--- config.mk ---
export PLATFORM = sky130hd
export DESIGN_NAME = pendulum_swing_up_kicker
export DESIGN_NICKNAME = d
export VERILOG_FILES = /design/src/design/psuk_pkg.sv /design/src/design/psuk_step.sv /design/src/design/pendulum_swing_up_kicker.sv
export VERILOG_INCLUDE_DIRS = /design/src /design/src/design
export SDC_FILE = /design/constraint.sdc
export NUM_CORES = 1
export LEC_CHECK = 0
export ABC_AREA = 1
export BUFFER_PORTS_ARGS = -buffer_cell sky130_fd_sc_hd__buf_2
export CORE_ASPECT_RATIO = 0.8
export CORE_MARGIN = 10
export CORE_UTILIZATION = 40
export DETAILED_ROUTE_END_ITERATION = 7
export PLACE_DENSITY_LB_ADDON = 0.05
export SYNTH_ARGS = -nofsm -noshare
export SYNTH_HDL_FRONTEND = slang
export SYNTH_HIERARCHICAL = 1
export SYNTH_SLANG_ARGS = --single-unit
--- constraint.sdc ---
create_clock -name clk -period 11.9 [get_ports clk]
set_input_delay 3.57 -clock clk [delete_from_list [all_inputs] [get_ports clk]]
set_output_delay 3.57 -clock clk [all_outputs]
set_load 0.05 [all_outputs]
--- src/design/pendulum_swing_up_kicker_macros.svh ---
// ----------------------------------------------------------------------------
// Pendulum swing-up kicker assertion macros
// Concurrent assertion wrappers that vanish in synthesis builds.
// ----------------------------------------------------------------------------
`ifndef PENDULUM_SWING_UP_KICKER_MACROS_SVH
`define PENDULUM_SWING_UP_KICKER_MACROS_SVH

`ifndef SYNTHESIS

// Same-cycle implication, checked at every rising edge outside reset.
`define PSUK_ASSERT_IMPL(lbl, clk, rst_n, ante, cons) \
	lbl: assert property (@(posedge clk) disable iff (!rst_n) (ante) |-> (cons)) \
		else $error("assertion failed");

// Next-cycle implication, checked at every rising edge outside reset.
`define PSUK_ASSERT_NEXT(lbl, clk, rst_n, ante, cons) \
	lbl: assert property (@(posedge clk) disable iff (!rst_n) (ante) |=> (cons)) \
		else $error("assertion failed");

`else

`define PSUK_ASSERT_IMPL(lbl, clk, rst_n, ante, cons)
`define PSUK_ASSERT_NEXT(lbl, clk, rst_n, ante, cons)

`endif

`endif

--- src/design/psuk_pkg.sv ---
// ----------------------------------------------------------------------------
// Pendulum swing-up kicker package
// Shared types, register indexes and reset values of the kicker.
// ----------------------------------------------------------------------------
`timescale 1ns / 1ps

package psuk_pkg;

	localparam int ENCODER_BITS_DEF = 16;

	// Configuration register indexes.
	typedef enum logic [2:0] {
		REG_FIRST_KICK     = 3'd0,
		REG_CROSS_KICK     = 3'd1,
		REG_TOP_THRESHOLD  = 3'd2,
		REG_WRAP_THRESHOLD = 3'd3,
		REG_MOTOR_IDLE     = 3'd4
	} reg_idx_t;

	localparam logic [15:0] FIRST_KICK_RST     = 16'd250;
	localparam logic [15:0] CROSS_KICK_RST     = 16'd100;
	localparam logic [15:0] TOP_THRESHOLD_RST  = 16'd1180;
	localparam logic [15:0] WRAP_THRESHOLD_RST = 16'd2400;
	localparam logic [7:0]  MOTOR_IDLE_RST     = 8'd8;

	typedef struct packed {
		logic [15:0] first_kick;
		logic [15:0] cross_kick;
		logic [15:0] top_threshold;
		logic [15:0] wrap_threshold;
		logic [7:0]  motor_idle_code;
	} cfg_t;

	// Mode flags of the swing-up sequence.
	typedef struct packed {
		logic first_pending;
		logic kick_positive;
		logic finished;
	} mode_t;

	localparam mode_t MODE_RST = '{first_pending: 1'b1, kick_positive: 1'b1, finished: 1'b0};

endpackage

--- src/design/psuk_step.sv ---
// ----------------------------------------------------------------------------
// Pendulum swing-up kicker step logic
// Wrapped encoder offset, kick decision and next mode for one sample.
// ----------------------------------------------------------------------------
`timescale 1ns / 1ps

module psuk_step #(
	parameter int ENCODER_BITS = psuk_pkg::ENCODER_BITS_DEF,
	localparam int OFF_W = ENCODER_BITS + 2
) (
	input  psuk_pkg::cfg_t            cfg,
	input  psuk_pkg::mode_t           mode,
	input  logic signed [OFF_W-1:0]   last_offset,
	input  logic                      action,
	input  logic [7:0]                motor_state,
	input  logic [15:0]               encoder_position,
	input  logic [15:0]               bottom_position,
	input  logic signed [31:0]        motor_position,
	output psuk_pkg::mode_t           mode_nxt,
	output logic                      offset_upd,
	output logic signed [OFF_W-1:0]   offset,
	output logic                      move_command,
	output logic signed [31:0]        target_position,
	output logic                      switch_mode
);
	import psuk_pkg::*;

	// Only the low encoder bits that the ports carry take part.
	localparam int USE_W = (ENCODER_BITS < 16) ? ENCODER_BITS : 16;
	localparam int CMP_W = (OFF_W > 16) ? OFF_W : 16;
	localparam logic signed [OFF_W-1:0] SPAN = {2'b01, {ENCODER_BITS{1'b0}}};

	logic [USE_W-1:0]        enc_u;
	logic [USE_W-1:0]        bot_u;
	logic [USE_W-1:0]        up_gap;
	logic [USE_W-1:0]        dn_gap;
	logic signed [OFF_W-1:0] diff;
	logic signed [OFF_W-1:0] mag_s;
	logic [CMP_W-1:0]        mag;
	logic                    idle;
	logic                    sign_flip;
	logic [31:0]             mpos;

	assign enc_u  = encoder_position[USE_W-1:0];
	assign bot_u  = bottom_position[USE_W-1:0];
	assign up_gap = enc_u - bot_u;
	assign dn_gap = bot_u - enc_u;
	assign diff   = $signed(OFF_W'(enc_u)) - $signed(OFF_W'(bot_u));
	assign mpos   = $unsigned(motor_position);

	always_comb begin
		// A gap wider than the wrap threshold means the encoder rolled over.
		if (enc_u > bot_u) begin
			offset = (CMP_W'(up_gap) > CMP_W'(cfg.wrap_threshold)) ? diff - SPAN : diff;
		end else begin
			offset = (CMP_W'(dn_gap) > CMP_W'(cfg.wrap_threshold)) ? diff + SPAN : diff;
		end
	end

	assign mag_s     = offset[OFF_W-1] ? -offset : offset;
	assign mag       = CMP_W'($unsigned(mag_s));
	assign idle      = (motor_state == cfg.motor_idle_code);
	assign sign_flip = (offset[OFF_W-1] != last_offset[OFF_W-1]);

	always_comb begin
		mode_nxt        = mode;
		offset_upd      = 1'b0;
		move_command    = 1'b0;
		target_position = '0;
		switch_mode     = 1'b0;
		if (action) begin
			mode_nxt = MODE_RST;
		end else if (mode.finished) begin
			mode_nxt = mode;
		end else if (mode.first_pending) begin
			if (idle) begin
				mode_nxt.first_pending = 1'b0;
				offset_upd             = 1'b1;
				move_command           = 1'b1;
				target_position        = mode.kick_positive
					? $signed(mpos - 32'(cfg.first_kick))
					: $signed(mpos + 32'(cfg.first_kick));
			end
		end else if (mag > CMP_W'(cfg.top_threshold)) begin
			mode_nxt.finished = 1'b1;
			switch_mode       = 1'b1;
		end else begin
			offset_upd = 1'b1;
			if (sign_flip) begin
				// The direction alternates on every crossing, kick or not.
				mode_nxt.kick_positive = !mode.kick_positive;
				if (idle) begin
					move_command    = 1'b1;
					target_position = mode.kick_positive
						? $signed(mpos + 32'(cfg.cross_kick))
						: $signed(mpos - 32'(cfg.cross_kick));
				end
			end
		end
	end

endmodule

--- src/design/pendulum_swing_up_kicker.sv ---
// ----------------------------------------------------------------------------
// Pendulum swing-up kicker
// Issues motor kick moves that pump an inverted pendulum up to the top.
// ----------------------------------------------------------------------------
// Usage: each input transaction carries one control sample (or a restart
// action) on in_valid / in_stall with the fields as separate ports. Every
// input transaction yields exactly one output transaction on out_valid /
// out_stall: a move command with its absolute target, or a hand-over flag,
// or an all-zero result.
// The sample is captured in the input register when it is accepted, and the
// result register is loaded from it when the stage advances. Throughput is
// one transaction per clock while out_stall is low; the only loop is the
// mode and last-offset state, updated in the same cycle as the result.
// When the receiver stalls, the result register holds its transaction and
// one further sample still enters the input register; only then does
// in_stall rise, combinationally following out_stall.
// Reset clears both valid flags, restores the mode flags (first kick
// pending, positive direction, not finished), clears the last offset and
// loads the register defaults. The user must write the registers through
// cfg_write, cfg_index and cfg_data only while the block is idle; the block does not enforce it.
// ----------------------------------------------------------------------------
`timescale 1ns / 1ps
`include "pendulum_swing_up_kicker_macros.svh"

module pendulum_swing_up_kicker #(
	parameter int ENCODER_BITS = psuk_pkg::ENCODER_BITS_DEF
) (
	input  logic               clk,
	input  logic               arst_n,
	// Configuration write port.
	input  logic               cfg_write,
	input  logic [2:0]         cfg_index,
	input  logic [15:0]        cfg_data,
	// Sample channel.
	input  logic               in_valid,
	output logic               in_stall,
	input  logic               action,
	input  logic [7:0]         motor_state,
	input  logic [15:0]        encoder_position,
	input  logic [15:0]        bottom_position,
	input  logic signed [31:0] motor_position,
	// Result channel.
	output logic               out_valid,
	input  logic               out_stall,
	output logic               move_command,
	output logic signed [31:0] target_position,
	output logic               switch_mode
);
	import psuk_pkg::*;

	localparam int OFF_W = ENCODER_BITS + 2;

	// Configuration registers.
	cfg_t cfg_q;

	// Swing-up state.
	mode_t                   mode_q;
	logic signed [OFF_W-1:0] last_offset_q;

	// Input register stage.
	logic               valid_s1;
	logic               action_s1;
	logic [7:0]         motor_state_s1;
	logic [15:0]        encoder_position_s1;
	logic [15:0]        bottom_position_s1;
	logic signed [31:0] motor_position_s1;

	// Result register.
	logic               out_valid_q;
	logic               move_command_q;
	logic signed [31:0] target_position_q;
	logic               switch_mode_q;

	// Step logic outputs.
	mode_t                   mode_nxt;
	logic                    offset_upd;
	logic signed [OFF_W-1:0] offset;
	logic                    res_move;
	logic signed [31:0]      res_target;
	logic                    res_switch;

	logic in_accept;
	logic adv;

	// The stage advances when it holds a sample and the result register is empty or being drained.
	assign adv       = valid_s1 && (!out_valid_q || !out_stall);
	assign in_stall  = valid_s1 && !adv;
	assign in_accept = in_valid && !in_stall;

	always_ff @(posedge clk or negedge arst_n) begin
		if (!arst_n) begin
			cfg_q.first_kick      <= FIRST_KICK_RST;
			cfg_q.cross_kick      <= CROSS_KICK_RST;
			cfg_q.top_threshold   <= TOP_THRESHOLD_RST;
			cfg_q.wrap_threshold  <= WRAP_THRESHOLD_RST;
			cfg_q.motor_idle_code <= MOTOR_IDLE_RST;
		end else if (cfg_write) begin
			unique case (cfg_index)
				REG_FIRST_KICK:     cfg_q.first_kick      <= cfg_data;
				REG_CROSS_KICK:     cfg_q.cross_kick      <= cfg_data;
				REG_TOP_THRESHOLD:  cfg_q.top_threshold   <= cfg_data;
				REG_WRAP_THRESHOLD: cfg_q.wrap_threshold  <= cfg_data;
				REG_MOTOR_IDLE:     cfg_q.motor_idle_code <= cfg_data[7:0];
				default:            cfg_q <= cfg_q;
			endcase
		end
	end

	// Input stage: valid flag under reset, payload without.
	always_ff @(posedge clk or negedge arst_n) begin
		if (!arst_n) begin
			valid_s1 <= 1'b0;
		end else if (in_accept) begin
			valid_s1 <= 1'b1;
		end else if (adv) begin
			valid_s1 <= 1'b0;
		end
	end

	always_ff @(posedge clk) begin
		if (in_accept) begin
			action_s1           <= action;
			motor_state_s1      <= motor_state;
			encoder_position_s1 <= encoder_position;
			bottom_position_s1  <= bottom_position;
			motor_position_s1   <= motor_position;
		end
	end

	psuk_step #(
		.ENCODER_BITS(ENCODER_BITS)
	) u_step (
		.cfg              (cfg_q),
		.mode             (mode_q),
		.last_offset      (last_offset_q),
		.action           (action_s1),
		.motor_state      (motor_state_s1),
		.encoder_position (encoder_position_s1),
		.bottom_position  (bottom_position_s1),
		.motor_position   (motor_position_s1),
		.mode_nxt         (mode_nxt),
		.offset_upd       (offset_upd),
		.offset           (offset),
		.move_command     (res_move),
		.target_position  (res_target),
		.switch_mode      (res_switch)
	);

	// State commits in the same cycle as the result is loaded, so the next
	// sample already sees it.
	always_ff @(posedge clk or negedge arst_n) begin
		if (!arst_n) begin
			mode_q        <= MODE_RST;
			last_offset_q <= '0;
		end else if (adv) begin
			mode_q <= mode_nxt;
			if (offset_upd) begin
				last_offset_q <= offset;
			end
		end
	end

	always_ff @(posedge clk or negedge arst_n) begin
		if (!arst_n) begin
			out_valid_q <= 1'b0;
		end else if (adv) begin
			out_valid_q <= 1'b1;
		end else if (!out_stall) begin
			out_valid_q <= 1'b0;
		end
	end

	always_ff @(posedge clk) begin
		if (adv) begin
			move_command_q    <= res_move;
			target_position_q <= res_target;
			switch_mode_q     <= res_switch;
		end
	end

	assign out_valid       = out_valid_q;
	assign move_command    = move_command_q;
	assign target_position = target_position_q;
	assign switch_mode     = switch_mode_q;

	// A hand-over never comes with a move.
	`PSUK_ASSERT_IMPL(a_switch_no_move, clk, arst_n, out_valid_q && switch_mode_q, !move_command_q)
	// Without a move the target reads zero.
	`PSUK_ASSERT_IMPL(a_idle_target_zero, clk, arst_n, out_valid_q && !move_command_q, target_position_q == '0)
	// A hand-over result leaves the block in the finished mode.
	`PSUK_ASSERT_NEXT(a_switch_sets_finished, clk, arst_n, adv && res_switch, mode_q.finished)
	// The input side only stalls with a sample held in the input stage.
	`PSUK_ASSERT_IMPL(a_stall_needs_sample, clk, arst_n, in_stall, valid_s1 && out_valid_q)

endmodule
==> impl_metrics.yaml, run 1 <==
detailed_routing:
  drt_pass1_iterations: 6
  drc: 0
  wl_um: 47300
  avgRoutedWirePerCell_um: 17.9
  drtAntennaViolNets: 0
  vias_per_cell: 5.18
  vias: 13700
  drt-initial-drc-count: 1054
power:
  p_total_uw: 3550
  power_density_nw_per_um2: 211
  clkPwrFrac_pct: 16.1
  p_int_uw: 1780
  p_leak_uw: 0.00832
  p_sw_share_pct: 50.0
  irDropWorstVdd_mv: 0.137
  comb_power_share_pct: 58.9
  p_seq_share_pct: 25.0
  p_switching_uw: 1780
logic_synthesis:
  syn_nets: 2275
  yosysWarnings: 6
  syn_inst: 2027
  syn_area_um2: 15200
  synth_area_per_cell_um2: 7.49
clock_network:
  cts_resized: 0
  clk_pin_slew_ns: 0.08
  root_buffer: "clkbuf_16"
  htree_levels: 4
  cts.sinks: 185
  numCtsBuffers: 17
  cts_tree: "done"
  clock_latency_ns: 0.48
  clockBufferDepth: 2
  ctsHoldBuffers: 0
  postCtsSetupBuffers: 0
place:
  gp_congestion: 0.924
  dp_hpwl_um: 37700
  pre_cts_ws_ns: 4.07
  port_buffers: 132
  placed_cell_area_um2: 16300
sta:
  worst_pin_slew_ns: 1.14
  period_needed_ns: 7.80
  hold_viol_final: 0
  fin_crit_sh_pct: 65.5
  worst_clock_skew_ns: 0.0164
  setup_viol: 0
  setup_tns_ns: 0
  fin_ws_ns: 4.10
  grt_setup_unrepaired: "no"
  fmax_ghz: 0.128
  relSlewSlack_pct: 23.2
  maxSlewViolCount: 0
floorplan:
  initial_core_util_pct: 40.7
  die_w_um: 238
  rows: 63
  ioPinCount: 133
  die_y_um: 194
  core_area_um2: 37300
  die-area_um2: 46200
cells_and_area:
  antenna_cells: 0
  final_cell_area_um2: 16800
  synthToLayoutAreaGrowth_pct: 10.8
  n_fill_cell: 3862
  fin_nets: 2385
  fin_util_pct: 45.1
  drive_above_1_share_pct: 12.7
critical_path:
  crit_path_end_kind: "primary output"
  startpoint_type: "input pin"
  critPathArrivalTime_ns: 4.23
  setup.worst_path.class: "input pin to primary output"
  required_ns: 8.33
  critPathMaxFanout: 3
global_routing:
  grt_max_degree: 79
  grt_use_total_pct: 20.5
  grt_pass1_vias: 13300
  grt_overflow: 0
  grt_pass1_wl_um: 74500
  antenna_found_initial: 0
job:
  maxCapViolCount: 0
run_status:
  status: "finished, final reports clean"
worst_hold_path:
  hold_path.class: "flip-flop to flip-flop"
## power groups by stage
| stage | sequential, uW | combinational (uW) | clock [uW] |
|---|---|---|---|
| after global placement | 898 | 2040 | 0 |
| after floorplan | 938 | 1480 | 0 |
| after CTS | 889 | 2070 | 595 |
| after global routing | 902 | 2370 | 620 |
| after detailed placement | 900 | 2060 | 0 |
| final | 887 | 2090 | 574 |
## final timing paths
| check | start | slack, ns | endpoint | cells after the start |
|---|---|---|---|---|
| setup reg to reg | encoder_position_s1[0]$_DFFE_PP_ | 5.50 | target_position[21]$_DFFE_PP_ | 36 |
| min in group asynchronous | arst_n | 3.27 | cfg_q[0]$_DFFE_PN0P_ | 1 |
| max in group asynchronous | arst_n | 7.97 | out_valid$_DFFE_PN0P_ | 1 |
| setup / recovery | out_stall | 4.10 | in_stall | 4 |
| hold / removal | cfg_q[31]$_DFFE_PN1P_ | 0.47 | cfg_q[31]$_DFFE_PN1P_ | 2 |
| hold reg to reg | cfg_q[31]$_DFFE_PN1P_ | 0.47 | cfg_q[31]$_DFFE_PN1P_ | 2 |
## through the flow
step,instances,hold WS (ns)
after floorplan,2027,0.440
after global placement,2605,0.450
after detailed placement,2605,0.457
after CTS,2637,0.469
after global routing,2637,0.484
final,2637,0.468
## sequential cells by signal, summed over array words and instances (netlist names)
register	count
mode_q	3
out_valid	1
cfg_q	72
switch_mode	1
target_position	32
move_command	1
bottom_position_s1	16
last_offset_q	1
valid_s1	1
motor_state_s1	8
motor_position_s1	32
action_s1	1
encoder_position_s1	16
## layout by cell type (no fill, tap or decap), types with 13 or more instances in the layout
cell type    n
a21oi_1    138
a31oi_1     13
buf_2      131
clkbuf_16   17
dfrtp_1     57
dfstp_2     21
edfxtp_1   107
ha_1       147
inv_1      293
nand2_1    518
nand2_2     14
nand3_1     79
nand4_1     59
nor2_1     152
nor2_2      22
nor3_1      26
o21ai_0    121
xnor2_1     23
xor2_1      52
## routing by layer
metal | share of wire [%] | GRT usage [%] | routed length [um] | up-vias
met5 | 0 | 0 | 0 | -
met4 | 1.1 | 4.65 | 539 | 0
met3 | 5.4 | 3.45 | 2540 | 34
met2 | 41 | 29.3 | 19300 | 307
met1 | 53 | 31.1 | 24900 | 6411
li1 | - | - | - | 6917
## cell type report
cell class	instances	area (um^2)	area share [%]
Multi-Input combinational cell	1489	8600	51.1
Sequential cell	185	5190	30.8
Inverter	305	1150	6.81
Timing Repair Buffer	139	716	4.25
Tap cell	487	609	3.62
Clock buffer	19	443	2.63
Clock inverter	13	128	0.758
## worst max-delay path, stage by stage
cell     delay, ns
buf_2         0.11
nand3_1       0.18
inv_1         0.09
buf_2         0.26
No activity file was read; power rests on OpenSTA's default activity.
==> run 2: changes to the inputs <==
==> constraint.sdc (replaced) <==
create_clock -name clk -period 6.6 [get_ports clk]
set_input_delay 1.98 -clock clk [delete_from_list [all_inputs] [get_ports clk]]
set_output_delay 1.98 -clock clk [all_outputs]
set_load 0.05 [all_outputs]
==> impl_metrics.yaml, run 2 (same netlist as run 1, synthesis figures left out) <==
detailed_routing:
  drt-initial-drc-count: 1092
  vias_per_cell: 5.15
  drtAntennaViolNets: 0
  avgRoutedWirePerCell_um: 18.2
  vias: 13600
  drt_pass1_iterations: 6
  wl_um: 47900
  drc: 0
place:
  gp_congestion: 0.923
  dp_hpwl_um: 38400
  port_buffers: 132
  numPlacedInstances: 2608
global_routing:
  grt_overflow: 0
  grt_pass1_vias: 13200
  grt_use_total_pct: 20.6
  grt_pass1_wl_um: 74800
  grt_max_degree: 79
  antenna_found_initial: 0
sta:
  relSlewSlack_pct: 28.5
  maxSlewViolCount: 0
  fin_crit_sh_pct: 88.9
  hold_viol_final: 0
  grt_setup_unrepaired: "no"
  period_needed_ns: 5.87
  fmax_ghz: 0.171
  worst_pin_slew_ns: 1.06
  setup_tns_ns: 0
  worst_clock_skew_ns: 0.0127
  setup_viol: 0
clock_network:
  clk_pin_slew_ns: 0.08
  numCtsBuffers: 17
  htree_levels: 4
  clockBufferDepth: 2
  root_buffer: "clkbuf_16"
  postCtsSetupBuffers: 0
  cts.sinks: 185
  cts_tree: "done"
  clock_latency_ns: 0.47
cells_and_area:
  drive_above_1_share_pct: 13.0
  fin_nets: 2389
  synthToLayoutAreaGrowth_pct: 11.4
  largest_reg_flops: 72
  fin_util_pct: 45.4
  final_cells: 2641
  layout_commonest_cell: "nand2_1"
  antenna_cells: 0
  top_register: "cfg_q"
  most-common-layout-cells: "nand2_1 (517), inv_1 (293), nor2_1 (152)"
power:
  p_int_uw: 3220
  p_switching_uw: 3270
  irDropWorstVdd_mv: 0.218
  power_density_nw_per_um2: 383
  p_seq_share_pct: 24.7
  clkPwrFrac_pct: 16.4
  comb_power_share_pct: 58.8
  p_total_uw: 6480
  p_sw_share_pct: 50.4
  p_leak_uw: 0.00833
worst_hold_path:
  hold_path.class: "flip-flop to flip-flop"
run_status:
  status: "finished, final reports clean"
floorplan:
  die_y_um: 194
  die-area_um2: 46200
  ioPinCount: 133
  die_w_um: 238
  initial_core_util_pct: 40.7
  core_area_um2: 37300
  rows: 63
critical_path:
  startpoint_type: "flip-flop"
  setup.worst_path.class: "flip-flop to flip-flop"
  required_ns: 6.93
  crit_family: "simple AND/OR/NAND/NOR gates"
  cpMostUsedCell: "nand2_1"
  crit_path_end_kind: "flip-flop"
  cp_num_buf_inv: 3
  max_stage_delay_ns: 0.49
  critPathArrivalTime_ns: 6.19
  slowest_stage: "ha_1"
  critPathMaxFanout: 13
job:
  maxCapViolCount: 0
-- run 2: changes by cell type in the layout (fill, tap and decap cells not counted), moves of 2 or more --
cell and delta:
inv_4 -3, buf_4 +3, inv_12 +2, clkinvlp_4 +2
-- run 2: final cells by class --
type / count / area, um^2
Fill cell: 3852 / 20400
Multi-Input combinational cell: 1490 / 8630
Sequential cell: 185 / 5190
Inverter: 305 / 1150
Timing Repair Buffer: 142 / 738
Tap cell: 487 / 609
Clock buffer: 17 / 425
Clock inverter: 15 / 173
-- run 2: per-stage QoR --
step	hold WS [ns]	setup slack (ns)	instance area [um^2]
finish	0.470	0.735	16900
global route	0.482	0.0899	16900
CTS	0.471	0.358	16900
detailed placement	0.456	0.405	16300
global placement	0.450	0.564	16300
floorplan	0.440	1.47	15200
-- run 2: repair_timing --
item	in CTS	in global routing
setup endpoints to repair	0	29
hold buffers	0	0
resized for setup	0	4
-- run 2: power groups by stage --
stage	Clock [uW]	Combinational (uW)	Sequential, uW
floorplan	0	2660	1690
global placement	0	3720	1620
detailed placement	0	3730	1630
CTS	1100	3760	1600
global route	1150	4320	1630
finish	1070	3810	1600
-- run 2: layer usage --
metal | up-vias | wire length, um | part of all wire (%) | global-route usage [%]
li1 | 6918 | - | - | -
met3 | 26 | 2610 | 5.4 | 4.13
met1 | 6310 | 25600 | 53 | 31.4
met4 | 0 | 422 | 0.88 | 4.13
met2 | 354 | 19300 | 40 | 29.2
met5 | - | 0 | 0 | 0
-- run 2: path summary, 6_finish.rpt --
kind / startpoint / endpoint / slack (ns) / depth (start not counted)
setup / recovery: bottom_position_s1[9]$_DFFE_PP_ / target_position[27]$_DFFE_PP_ / 0.73 / 35
hold / removal: cfg_q[31]$_DFFE_PN1P_ / cfg_q[31]$_DFFE_PN1P_ / 0.47 / 2
setup reg to reg: bottom_position_s1[9]$_DFFE_PP_ / target_position[27]$_DFFE_PP_ / 0.73 / 35
hold reg to reg: cfg_q[31]$_DFFE_PN1P_ / cfg_q[31]$_DFFE_PN1P_ / 0.47 / 2
max in group asynchronous: arst_n / cfg_q[70]$_DFFE_PN0P_ / 4.28 / 1
min in group asynchronous: arst_n / cfg_q[2]$_DFFE_PN0P_ / 1.67 / 1
-- run 2: worst min-delay path, cell delays in order (launching register included) --
cell and delay [ns]:
dfstp_2 0.37, nand2_1 0.05, nand2_1 0.05
==> run 3: changes to the inputs <==
--- a/config.mk
+++ b/config.mk
@@ -6,7 +6,7 @@
 export SDC_FILE = /design/constraint.sdc
 export NUM_CORES = 1
 export LEC_CHECK = 0
-export ABC_AREA = 1
+export ABC_AREA = 0
 export BUFFER_PORTS_ARGS = -buffer_cell sky130_fd_sc_hd__buf_2
 export CORE_ASPECT_RATIO = 0.8
 export CORE_MARGIN = 10
==> constraint.sdc (replaced) <==
create_clock -name clk -period 6.6 [get_ports clk]
set_input_delay 0.99 -clock clk [delete_from_list [all_inputs] [get_ports clk]]
set_output_delay 0.99 -clock clk [all_outputs]
set_load 0.05 [all_outputs]
==> impl_metrics.yaml, run 3 <==
cells_and_area:
  synthToLayoutAreaGrowth_pct: 23.1
  fin_nets: 1930
  n_fill_cell: 3327
  top_register: "cfg_q"
  largest_reg_flops: 72
  drive_above_1_share_pct: 30.7
  most-common-layout-cells: "ha_1 (145), buf_4 (141), buf_2 (131)"
  layout_commonest_cell: "ha_1"
critical_path:
  critPathArrivalTime_ns: 7.12
  slowest_stage: "o31a_4"
  critPathMaxFanout: 7
  required_ns: 6.92
  max_stage_delay_ns: 0.40
  crit_path_end_kind: "flip-flop"
  startpoint_type: "flip-flop"
  setup.worst_path.class: "flip-flop to flip-flop"
  cpMostUsedCell: "ha_1"
sta:
  setup_viol: 34
  fin_ws_ns: -0.206
  grt_setup_unrepaired: "yes"
  worst_pin_slew_ns: 0.964
  fin_crit_sh_pct: 103
  worst_clock_skew_ns: 0.0153
  relSlewSlack_pct: 34.1
  setup_tns_ns: -4.62
  hold_viol_final: 0
  period_needed_ns: 6.81
  maxSlewViolCount: 0
  fmax_ghz: 0.147
  whs_ns: 0.316
logic_synthesis:
  syn_nets: 1667
  yosysWarnings: 6
  syn_inst: 1419
  synth_area_per_cell_um2: 9.94
  syn_area_um2: 14100
floorplan:
  rows: 61
  core_area_um2: 34800
  die_y_um: 188
  ioPinCount: 133
  die-area_um2: 43200
  die_w_um: 230
  initial_core_util_pct: 40.5
clock_network:
  htree_levels: 4
  root_buffer: "clkbuf_16"
  cts.sinks: 185
  clockBufferDepth: 2
  clock_latency_ns: 0.47
  numCtsBuffers: 17
  cts_tree: "done"
  clk_pin_slew_ns: 0.08
global_routing:
  grt_max_degree: 73
  antenna_found_initial: 2
  grt_overflow: 0
  grt_use_total_pct: 19.8
  grt_pass1_wl_um: 66900
  grt_pass1_vias: 11300
job:
  maxCapViolCount: 0
run_status:
  violations: "negative setup slack"
  status: "finished with violations"
detailed_routing:
  vias: 11800
  drt_pass1_iterations: 5
  drc: 0
  avgRoutedWirePerCell_um: 19.9
  vias_per_cell: 5.45
  drt-initial-drc-count: 829
  drtAntennaViolNets: 0
  wl_um: 43100
power:
  p_total_uw: 6400
  power_density_nw_per_um2: 369
  irDropWorstVdd_mv: 0.141
  p_leak_uw: 0.00756
worst_hold_path:
  hold_path.class: "input pin to asynchronous set/reset pin"
place:
  gp_congestion: 0.893
  pre_cts_ws_ns: -0.751
  dp_hpwl_um: 33600
  port_buffers: 132
==> run 3: repair_timing <==
| action | in CTS | in global routing |
|---|---|---|
| hold buffers | 0 | 0 |
| pin swaps | 47 | 32 |
| gates cloned | 2 | 0 |
| hold endpoints to repair | 0 | 0 |
| setup buffers | 9 | 2 |
| gates resized for setup | 78 | 47 |
| setup endpoints to repair | 37 | 37 |
==> run 3: power by group <==
| part | switching (uW) | internal [uW] |
|---|---|---|
| clock network | 491 | 509 |
| logic | 2130 | 1720 |
| registers | 145 | 1410 |
| total | 2760 | 3640 |
==> run 3: critical path, delay by kind of cell, from the launching register on <==
kind	cells	cell delay (ns)
DFF	1	0.39
and+or+nand+nor	10	1.78
buffers and inverters	6	0.92
adders and majority gates	4	0.93
xor gates and xnor gates	1	0.16
AOI/OAI and AO/OA	12	2.46
==> run 3: worst paths after layout <==
path | to | slack, ns | cells past startpoint | from
max | target_position[30]$_DFFE_PP_ | -0.21 | 33 | bottom_position_s1[2]$_DFFE_PP_
min | cfg_q[2]$_DFFE_PN0P_ | 0.32 | 1 | arst_n
max reg2reg | target_position[30]$_DFFE_PP_ | -0.21 | 33 | bottom_position_s1[2]$_DFFE_PP_
min reg2reg | out_valid$_DFFE_PN0P_ | 0.49 | 1 | valid_s1$_DFFE_PN0P_
max in group asynchronous | cfg_q[18]$_DFFE_PN0P_ | 5.16 | 2 | arst_n
min in group clk | out_valid$_DFFE_PN0P_ | 0.49 | 1 | valid_s1$_DFFE_PN0P_
==> run 3: stage by stage <==
| step | instance area [um^2] | std cells | util [%] |
|---|---|---|---|
| 4_1_cts | 17200 | 2167 | 49.4 |
| 5_1_grt | 17400 | 2167 | 49.9 |
| 3_5_place_dp | 16200 | 2124 | 46.6 |
| 6_report | 17400 | 2168 | 49.9 |
| 3_3_place_gp | 16200 | 2124 | 46.6 |
| 2_1_floorplan | 14100 | 1419 | - |
==> run 3: final cells by class <==
type	instances	area [um^2]	area share (%)
multi-input combinational	1085	8760	50.4
sequential	185	5190	29.9
timing repair buffer	283	1870	10.8
tap	472	591	3.40
clock buffer	20	458	2.64
inverter	110	415	2.39
clock inverter	12	86.3	0.497
antenna	1	2.50	0.0144
==> run 3: metal layers <==
metal / routed length, um / track usage (%)
met1: 22800 / 30.9
met2: 17000 / 26.1
met3: 2930 / 5.26
met4: 316 / 3.89
met5: 13 / 0
